<file path="src/design/tkl_pkg.sv">
// Package: shared constants, payload types and controller/datapath interface structs.
`default_nettype none

package tkl_pkg;

    localparam int LIST_ENTRIES = 16;
    localparam int CNT_W        = $clog2(LIST_ENTRIES + 1);
    localparam int IDX_W        = (LIST_ENTRIES > 1) ? $clog2(LIST_ENTRIES) : 1;
    localparam int TAG_W        = 32;
    localparam int SIZE_W       = 64;
    localparam int RANK_W       = 5;

    localparam logic MODE_OFFER = 1'b0;
    localparam logic MODE_DUMP  = 1'b1;

    localparam logic [RANK_W-1:0] RANK_REJECT = RANK_W'(LIST_ENTRIES);

    typedef struct packed {
        logic              mode;
        logic [TAG_W-1:0]  entry_tag;
        logic [SIZE_W-1:0] entry_size;
    } t_in_item;

    typedef struct packed {
        logic              entry_valid;
        logic [RANK_W-1:0] rank;
        logic [TAG_W-1:0]  out_tag;
        logic [SIZE_W-1:0] out_size;
        logic              last;
    } t_out_item;

    // Controller -> datapath
    typedef struct packed {
        logic offer;       // insert candidate and load its result
        logic dump_first;  // load slot 0 (or the empty-list result)
        logic dump_next;   // load slot at the read index
    } t_dp_cmd;

    // Datapath -> controller
    typedef struct packed {
        logic count_le1;   // dump finishes with its first result
        logic idx_last;    // read index points at the last held slot
    } t_dp_sts;

endpackage

`default_nettype wire

</file>
<file path="src/design/top_k_largest_tracker.sv">
// Top level: ranked list of the largest (size, tag) pairs with offer and dump.
`default_nettype none

// Keeps up to 16 (size, tag) pairs sorted by descending size; on equal sizes
// the older entry stays ahead. On an offer (mode 0) all slots are compared
// against the candidate in parallel and the chain shifts at the edge that
// loads its result, so offers transfer back to back every cycle while the
// result register drains. Each offer gives one result: entry_valid and the
// rank it took, or rank 16 with entry_valid low when the size is zero or the
// list is full of entries no smaller. A dump (mode 1) streams one result per
// held entry, one per cycle while the output is not stalled, from the single
// read port of the list, marking the last; with more than one entry held, the
// input is held off until the last result of the dump is loaded. An empty
// list dumps one result with entry_valid low. The output register lets the
// next item transfer in the cycle the current result transfers out.
module top_k_largest_tracker (
    input  wire logic                i_clk,
    input  wire logic                i_rst_n,
    input  wire logic                i_in_valid,
    output logic                     o_in_ready,
    input  wire tkl_pkg::t_in_item   i_in_data,
    output logic                     o_out_valid,
    input  wire logic                i_out_ready,
    output tkl_pkg::t_out_item       o_out_data
);

    tkl_pkg::t_dp_cmd cmd;
    tkl_pkg::t_dp_sts sts;

    // Sequence handshakes and the dump walk.
    tkl_ctrl u_ctrl (
        .i_clk       (i_clk),
        .i_rst_n     (i_rst_n),
        .i_in_valid  (i_in_valid),
        .i_in_mode   (i_in_data.mode),
        .o_in_ready  (o_in_ready),
        .o_out_valid (o_out_valid),
        .i_out_ready (i_out_ready),
        .i_sts       (sts),
        .o_cmd       (cmd)
    );

    // Hold the ranked list and build each result.
    tkl_datapath u_datapath (
        .i_clk      (i_clk),
        .i_rst_n    (i_rst_n),
        .i_in_data  (i_in_data),
        .i_cmd      (cmd),
        .o_sts      (sts),
        .o_out_data (o_out_data)
    );

endmodule

`default_nettype wire

</file>
<file path="src/design/tkl_datapath.sv">
// Datapath: ranked list cell chain, insertion logic, dump index and result register.
`default_nettype none

module tkl_datapath (
    input  wire logic                i_clk,
    input  wire logic                i_rst_n,
    input  wire tkl_pkg::t_in_item   i_in_data,
    input  wire tkl_pkg::t_dp_cmd    i_cmd,
    output tkl_pkg::t_dp_sts         o_sts,
    output tkl_pkg::t_out_item       o_out_data
);

    logic [tkl_pkg::SIZE_W-1:0] r_size [tkl_pkg::LIST_ENTRIES];
    logic [tkl_pkg::TAG_W-1:0]  r_tag  [tkl_pkg::LIST_ENTRIES];
    logic [tkl_pkg::CNT_W-1:0]  r_count;
    logic [tkl_pkg::IDX_W-1:0]  r_idx;
    tkl_pkg::t_out_item         r_out;

    logic [tkl_pkg::LIST_ENTRIES-1:0] hit;
    logic [tkl_pkg::CNT_W-1:0]        rank;
    logic                             ins_ok;
    logic                             full;
    tkl_pkg::t_out_item               n_out;

    assign full = (r_count == tkl_pkg::CNT_W'(tkl_pkg::LIST_ENTRIES));

    // Slot i beats the candidate unless it is held and strictly smaller.
    always_comb begin
        for (int i = 0; i < tkl_pkg::LIST_ENTRIES; i++) begin
            hit[i] = (tkl_pkg::CNT_W'(i) < r_count) && (i_in_data.entry_size > r_size[i]);
        end
    end

    // First smaller slot wins; none means append at the fill count.
    always_comb begin
        rank = r_count;
        for (int i = tkl_pkg::LIST_ENTRIES - 1; i >= 0; i--) begin
            if (hit[i]) begin
                rank = tkl_pkg::CNT_W'(i);
            end
        end
    end

    assign ins_ok = (i_in_data.entry_size != '0) &&
                    (rank < tkl_pkg::CNT_W'(tkl_pkg::LIST_ENTRIES));

    // Shift lower entries down and drop the candidate into its rank.
    always_ff @(posedge i_clk) begin
        if (i_cmd.offer && ins_ok) begin
            for (int i = 0; i < tkl_pkg::LIST_ENTRIES; i++) begin
                if (tkl_pkg::CNT_W'(i) == rank) begin
                    r_size[i] <= i_in_data.entry_size;
                    r_tag[i]  <= i_in_data.entry_tag;
                end else if (i > 0 && tkl_pkg::CNT_W'(i) > rank) begin
                    r_size[i] <= r_size[i-1];
                    r_tag[i]  <= r_tag[i-1];
                end
            end
        end
    end

    always_ff @(posedge i_clk) begin
        if (!i_rst_n) begin
            r_count <= '0;
            r_idx   <= '0;
        end else begin
            if (i_cmd.offer && ins_ok && !full) begin
                r_count <= r_count + tkl_pkg::CNT_W'(1);
            end
            if (i_cmd.dump_first) begin
                r_idx <= tkl_pkg::IDX_W'(1);
            end else if (i_cmd.dump_next) begin
                r_idx <= r_idx + tkl_pkg::IDX_W'(1);
            end
        end
    end

    always_comb begin
        n_out = r_out;
        if (i_cmd.offer) begin
            n_out.entry_valid = ins_ok;
            n_out.rank        = ins_ok ? tkl_pkg::RANK_W'(rank) : tkl_pkg::RANK_REJECT;
            n_out.out_tag     = i_in_data.entry_tag;
            n_out.out_size    = i_in_data.entry_size;
            n_out.last        = 1'b1;
        end else if (i_cmd.dump_first) begin
            if (r_count == '0) begin
                n_out.entry_valid = 1'b0;
                n_out.out_tag     = '0;
                n_out.out_size    = '0;
            end else begin
                n_out.entry_valid = 1'b1;
                n_out.out_tag     = r_tag[0];
                n_out.out_size    = r_size[0];
            end
            n_out.rank = '0;
            n_out.last = o_sts.count_le1;
        end else if (i_cmd.dump_next) begin
            n_out.entry_valid = 1'b1;
            n_out.rank        = tkl_pkg::RANK_W'(r_idx);
            n_out.out_tag     = r_tag[r_idx];
            n_out.out_size    = r_size[r_idx];
            n_out.last        = o_sts.idx_last;
        end
    end

    always_ff @(posedge i_clk) begin
        r_out <= n_out;
    end

    assign o_sts.count_le1 = (r_count <= tkl_pkg::CNT_W'(1));
    assign o_sts.idx_last  = ((tkl_pkg::CNT_W'(r_idx) + tkl_pkg::CNT_W'(1)) == r_count);
    assign o_out_data      = r_out;

endmodule

`default_nettype wire

</file>
<file path="src/design/tkl_ctrl.sv">
// Controller: input/output handshakes and the dump sequencer.
`default_nettype none

module tkl_ctrl (
    input  wire logic              i_clk,
    input  wire logic              i_rst_n,
    input  wire logic              i_in_valid,
    input  wire logic              i_in_mode,
    output logic                   o_in_ready,
    output logic                   o_out_valid,
    input  wire logic              i_out_ready,
    input  wire tkl_pkg::t_dp_sts  i_sts,
    output tkl_pkg::t_dp_cmd       o_cmd
);

    localparam logic ST_IDLE = 1'b0;
    localparam logic ST_DUMP = 1'b1;

    logic r_state, n_state;
    logic r_out_valid, n_out_valid;
    logic can_load;

    assign can_load = !r_out_valid || i_out_ready;

    always_comb begin
        n_state     = r_state;
        n_out_valid = r_out_valid && !i_out_ready;
        o_in_ready  = 1'b0;
        o_cmd       = '0;
        unique case (r_state)
            ST_IDLE: begin
                o_in_ready = can_load;
                if (i_in_valid && can_load) begin
                    n_out_valid = 1'b1;
                    if (i_in_mode == tkl_pkg::MODE_OFFER) begin
                        o_cmd.offer = 1'b1;
                    end else begin
                        o_cmd.dump_first = 1'b1;
                        if (!i_sts.count_le1) begin
                            n_state = ST_DUMP;
                        end
                    end
                end
            end
            ST_DUMP: begin
                if (can_load) begin
                    n_out_valid     = 1'b1;
                    o_cmd.dump_next = 1'b1;
                    if (i_sts.idx_last) begin
                        n_state = ST_IDLE;
                    end
                end
            end
            default: begin
                n_state = ST_IDLE;
            end
        endcase
    end

    always_ff @(posedge i_clk) begin
        if (!i_rst_n) begin
            r_state     <= ST_IDLE;
            r_out_valid <= 1'b0;
        end else begin
            r_state     <= n_state;
            r_out_valid <= n_out_valid;
        end
    end

    assign o_out_valid = r_out_valid;

endmodule

`default_nettype wire

</file>
<file path="config.mk">
export PLATFORM = sky130hd
export DESIGN_NAME = top_k_largest_tracker
export DESIGN_NICKNAME = d
export VERILOG_FILES = /design/src/design/tkl_pkg.sv /design/src/design/top_k_largest_tracker.sv /design/src/design/tkl_datapath.sv /design/src/design/tkl_ctrl.sv
export SDC_FILE = /design/constraint.sdc
export NUM_CORES = 2
export LEC_CHECK = 0
export BUFFER_PORTS_ARGS = -buffer_cell sky130_fd_sc_hd__buf_2
export CELL_PAD_IN_SITES_DETAIL_PLACEMENT = 1
export CELL_PAD_IN_SITES_GLOBAL_PLACEMENT = 1
export CORE_MARGIN = 4
export CORE_UTILIZATION = 25
export CTS_CLUSTER_DIAMETER = 30
export DETAILED_ROUTE_END_ITERATION = 8
export GPL_TIMING_DRIVEN = 1
export HOLD_SLACK_MARGIN = 0.05
export PLACE_DENSITY_LB_ADDON = 0.1
export SLEW_MARGIN = 20
export SYNTH_ARGS = -nofsm -noshare
export SYNTH_HDL_FRONTEND = slang
export SYNTH_SLANG_ARGS = --single-unit
</file>
<file path="constraint.sdc">
create_clock -name i_clk -period 20 [get_ports i_clk]
set_clock_uncertainty 0.2 [all_clocks]
set_input_delay 3 -clock i_clk [delete_from_list [all_inputs] [get_ports i_clk]]
set_output_delay 3 -clock i_clk [all_outputs]
set_load 0.005 [all_outputs]
</file>
==> qor.csv <==
metric,value,unit
status,completed,
setup.worst_path.start_class,input pin,
vias_per_cell,5.00,
wl_per_cell,29.6,um
grt_pass1_vias,81100,
synth_seq_cells,1650,
path_clk_slew,40,ps
fin_util,31.5,%
grt_max_degree,119,
drc_errors,0,
final_max_slew_viol_count,0,
drive_gt1_share,32.0,%
synth_top_family_by_area,multiplexers,
ys.flop_type,edfxtp_1,
netlist_instances,8294,
final_nets,10000,
cap_violations,0,
clkPwrFrac,60.0,%
regArea,49400,um2
dieWidth,662,um
die_height,662,um
postCtsHoldBufs,0,
synth-compound-area-share,5.89,%
async_flop_share,0,%
critPathArrivalTime,11150,ps
num_vias,75300,
slew_headroom,16.4,%
synth_mux_area_share,24.6,%
drtIter0Drc,4830,
place_hpwl,301,mm
synth_warnings,0,
worstSetupPathType,in2reg,
ir_worst_vdd,0.0852,mV
crit_fanout,47,
fin_crit_sh,53.1,%
wirelength,447,mm
ant_nets,0,
r2r-end,u_datapath.r_size[7][14]$_DFFE_PP_,
antenna_found_initial,44,
p_int,10700,uW
syn_area,107000,um2
rr_worst_depth,18,
cts_resized,0,
worst_pin_slew,1240,ps
syn-num-nets,9422,
start_util,25.1,%
tns,0,ps
max_clock_freq,94.2,MHz
startpoint,i_in_data[57],
synthXorXnorAreaFrac,0.0736,%
first_pass_iters,7,
gr-usage-met3,3.13,%
yosys.area_share.simple,5.99,%
clk_latency,1020,ps
met2_usage,32.9,%
rrSetupSlack,11330,ps
switching_share,25.9,%
multiInputGateArea,52200,um2
netSwitchingPower,3750,uW
ys_types,88,
powerDensity,108,nW/um2
ctsRootBufferMaster,clkbuf_16,
grt.overflow.total,0,
cts.sinks,1650,
crit_path_end,u_datapath.r_size[1][52]$_DFFE_PP_,
htreeDepth,6,
ctsLongestPathBuffers,4,
grt_pass1_wl,632,mm
period_needed,10620,ps
cts_setup_buffers,0,
seq_area_frac_synth,46.2,%
rr_startpoint,u_datapath.r_size[7][45]$_DFFE_PP_,
synth_edf_count,1638,
rsz0062_at_grt,no,
leakage,0.0521,uW
grt_util_met1,26.7,%
p_seq_share,29.3,%
end_kind,register,
grt-busiest-layer,met2,
avgSynthCellArea,12.9,um2
cts_buffers,605,
numPortBuffers,205,
hold_class,reg2reg,
worstPathRequired,20530,ps
ioPinCount,206,
finalSetupViolations,0,
area_growth,25.7,%
n_fill_cell,45500,
place_congestion,0.844,
pwr-share-comb,10.7,%
hold_viol_final,0,
cts_tree,built,
grt_usage,19.8,%
die-area,439000,um2
core_region_area,427000,um2
synthAdderAreaFrac,12.0,%
num_rows,240,
[cells by family after synthesis]
group / count (synthesis)
AND/OR/NAND/NOR: 1269
flip-flops: 1650
buffers and inverters: 1466
AO/OA/AOI/OAI: 1018
XOR/XNOR: 9
multiplexers: 1855
adder cells (fa/ha/maj): 1027
[Yosys cell counts, types with 7 or more instances]
cell	n	share of area, %
clkbuf_1	259	0.91
o21ai_0	183	0.86
o21a_1	20	0.14
nor4_1	47	0.27
and4_1	26	0.21
nand4_1	196	1.1
o221ai_1	12	0.098
nor3_1	51	0.24
a221oi_1	36	0.29
mux4_2	480	10
nand3_1	145	0.68
a31oi_1	10	0.058
or3_1	9	0.053
a221o_1	12	0.11
a2111oi_0	21	0.17
buf_1	57	0.20
a21oi_1	440	2.1
nand2b_1	12	0.070
edfxtp_1	1638	46
nor3b_1	101	0.71
a211oi_1	47	0.33
ha_1	1027	12
a21o_1	91	0.64
o211ai_1	33	0.23
o31ai_1	18	0.13
mux2_1	119	1.3
buf_2	81	0.38
or4_1	7	0.049
nor2_1	133	0.47
dfxtp_1	12	0.22
o22ai_1	8	0.047
buf_4	16	0.11
nand2_1	473	1.7
inv_1	1047	3.7
o31a_1	7	0.057
and2_1	9	0.053
and3_1	13	0.076
nor2b_1	26	0.15
a21boi_0	13	0.091
mux2_2	1253	13
o2111ai_1	8	0.065
[power by group through the flow]
| stage | registers, uW | logic [uW] | clock network [uW] |
|---|---|---|---|
| after CTS | 4240 | 1590 | 8880 |
| after detailed placement | 4290 | 1580 | 0 |
| final | 4240 | 1560 | 8690 |
| after global placement | 4290 | 1550 | 0 |
| after floorplan | 4210 | 946 | 0 |
| after global routing | 4260 | 1710 | 9110 |
[layout make-up]
cell class,count,area share [%]
diodes,6,0.0112
clock buffers,725,11.7
clock inverters,363,2.38
inverters,1048,2.95
multi-input cells,5178,38.8
flip-flops and latches,1650,36.7
well taps,5687,5.29
repair buffers,410,2.07
[worst min path at each step]
| stage | endpoint | startpoint | depth (start not counted) |
|---|---|---|---|
| finish | u_ctrl.o_out_valid$_SDFF_PN0_ | u_ctrl.r_state$_SDFF_PN0_ | 1 |
| detailed placement | u_ctrl.o_out_valid$_SDFF_PN0_ | u_ctrl.r_state$_SDFF_PN0_ | 1 |
| global placement | u_ctrl.o_out_valid$_SDFF_PN0_ | u_ctrl.r_state$_SDFF_PN0_ | 1 |
| CTS | u_ctrl.o_out_valid$_SDFF_PN0_ | u_ctrl.r_state$_SDFF_PN0_ | 1 |
| global route | u_datapath.r_tag[3][5]$_DFFE_PP_ | u_datapath.r_tag[2][5]$_DFFE_PP_ | 1 |
| floorplan | u_ctrl.o_out_valid$_SDFF_PN0_ | u_ctrl.r_state$_SDFF_PN0_ | 1 |
[flip-flops by register name, indices dropped and copies added, names as in the netlist]
| signal | cells |
|---|---|
| u_datapath.r_tag | 512 |
| u_ctrl.r_state | 1 |
| u_datapath.r_size | 1024 |
| u_datapath.r_count | 5 |
| u_ctrl.o_out_valid | 1 |
| u_datapath.r_idx | 4 |
| u_datapath.o_out_data | 103 |
[critical path, cell delays in order]
cell and delay [ps]:
buf_2 100, buf_4 250, ha_1 410, nand4_1 320
nor2_1 490, and3_1 680, nor4bb_1 1040, a31oi_1 60
o21ai_0 300, nand2b_1 110, a311oi_1 430, o21ai_1 300
nand2b_4 640, nor2b_4 970, buf_4 660, buf_4 720
mux2_2 410
[cells in the final DEF, fill, tap and decap left out, drive strengths merged, types with 36 or more instances in the layout]
| cell | instances |
|---|---|
| bufinv | 39 |
| ha | 1027 |
| a21oi | 443 |
| nor3b | 101 |
| nor4 | 48 |
| edfxtp | 1638 |
| o21ai | 186 |
| nor2 | 134 |
| mux4 | 480 |
| clkbuf | 725 |
| nand4 | 196 |
| buf | 409 |
| mux2 | 1372 |
| nand3 | 145 |
| a221oi | 36 |
| a211oi | 48 |
| inv | 1067 |
| clkinv | 295 |
| nand2 | 473 |
| nor3 | 52 |
| a21o | 91 |
[stage by stage]
stage          cell area, um2  worst slack, ps  power (uW)  instances  hold WS (ps)
3_3_place_gp           115000             6200        5840      14000           344
6_report               135000             9380       14500      15100           358
5_1_grt                135000             9130       15100      15100           378
3_5_place_dp           115000             8100        5870      14000           348
4_1_cts                134000             9220       14700      15100           357
2_1_floorplan          107000            10580        5160       8294           312
[metal layers]
| metal | wire (um) | part of all wire (%) |
|---|---|---|
| met5 | 123 | 0.028 |
| met4 | 10700 | 2.4 |
| met3 | 18900 | 4.2 |
| met2 | 213000 | 48 |
| met1 | 204000 | 46 |
(Power assumes the default switching activity.)
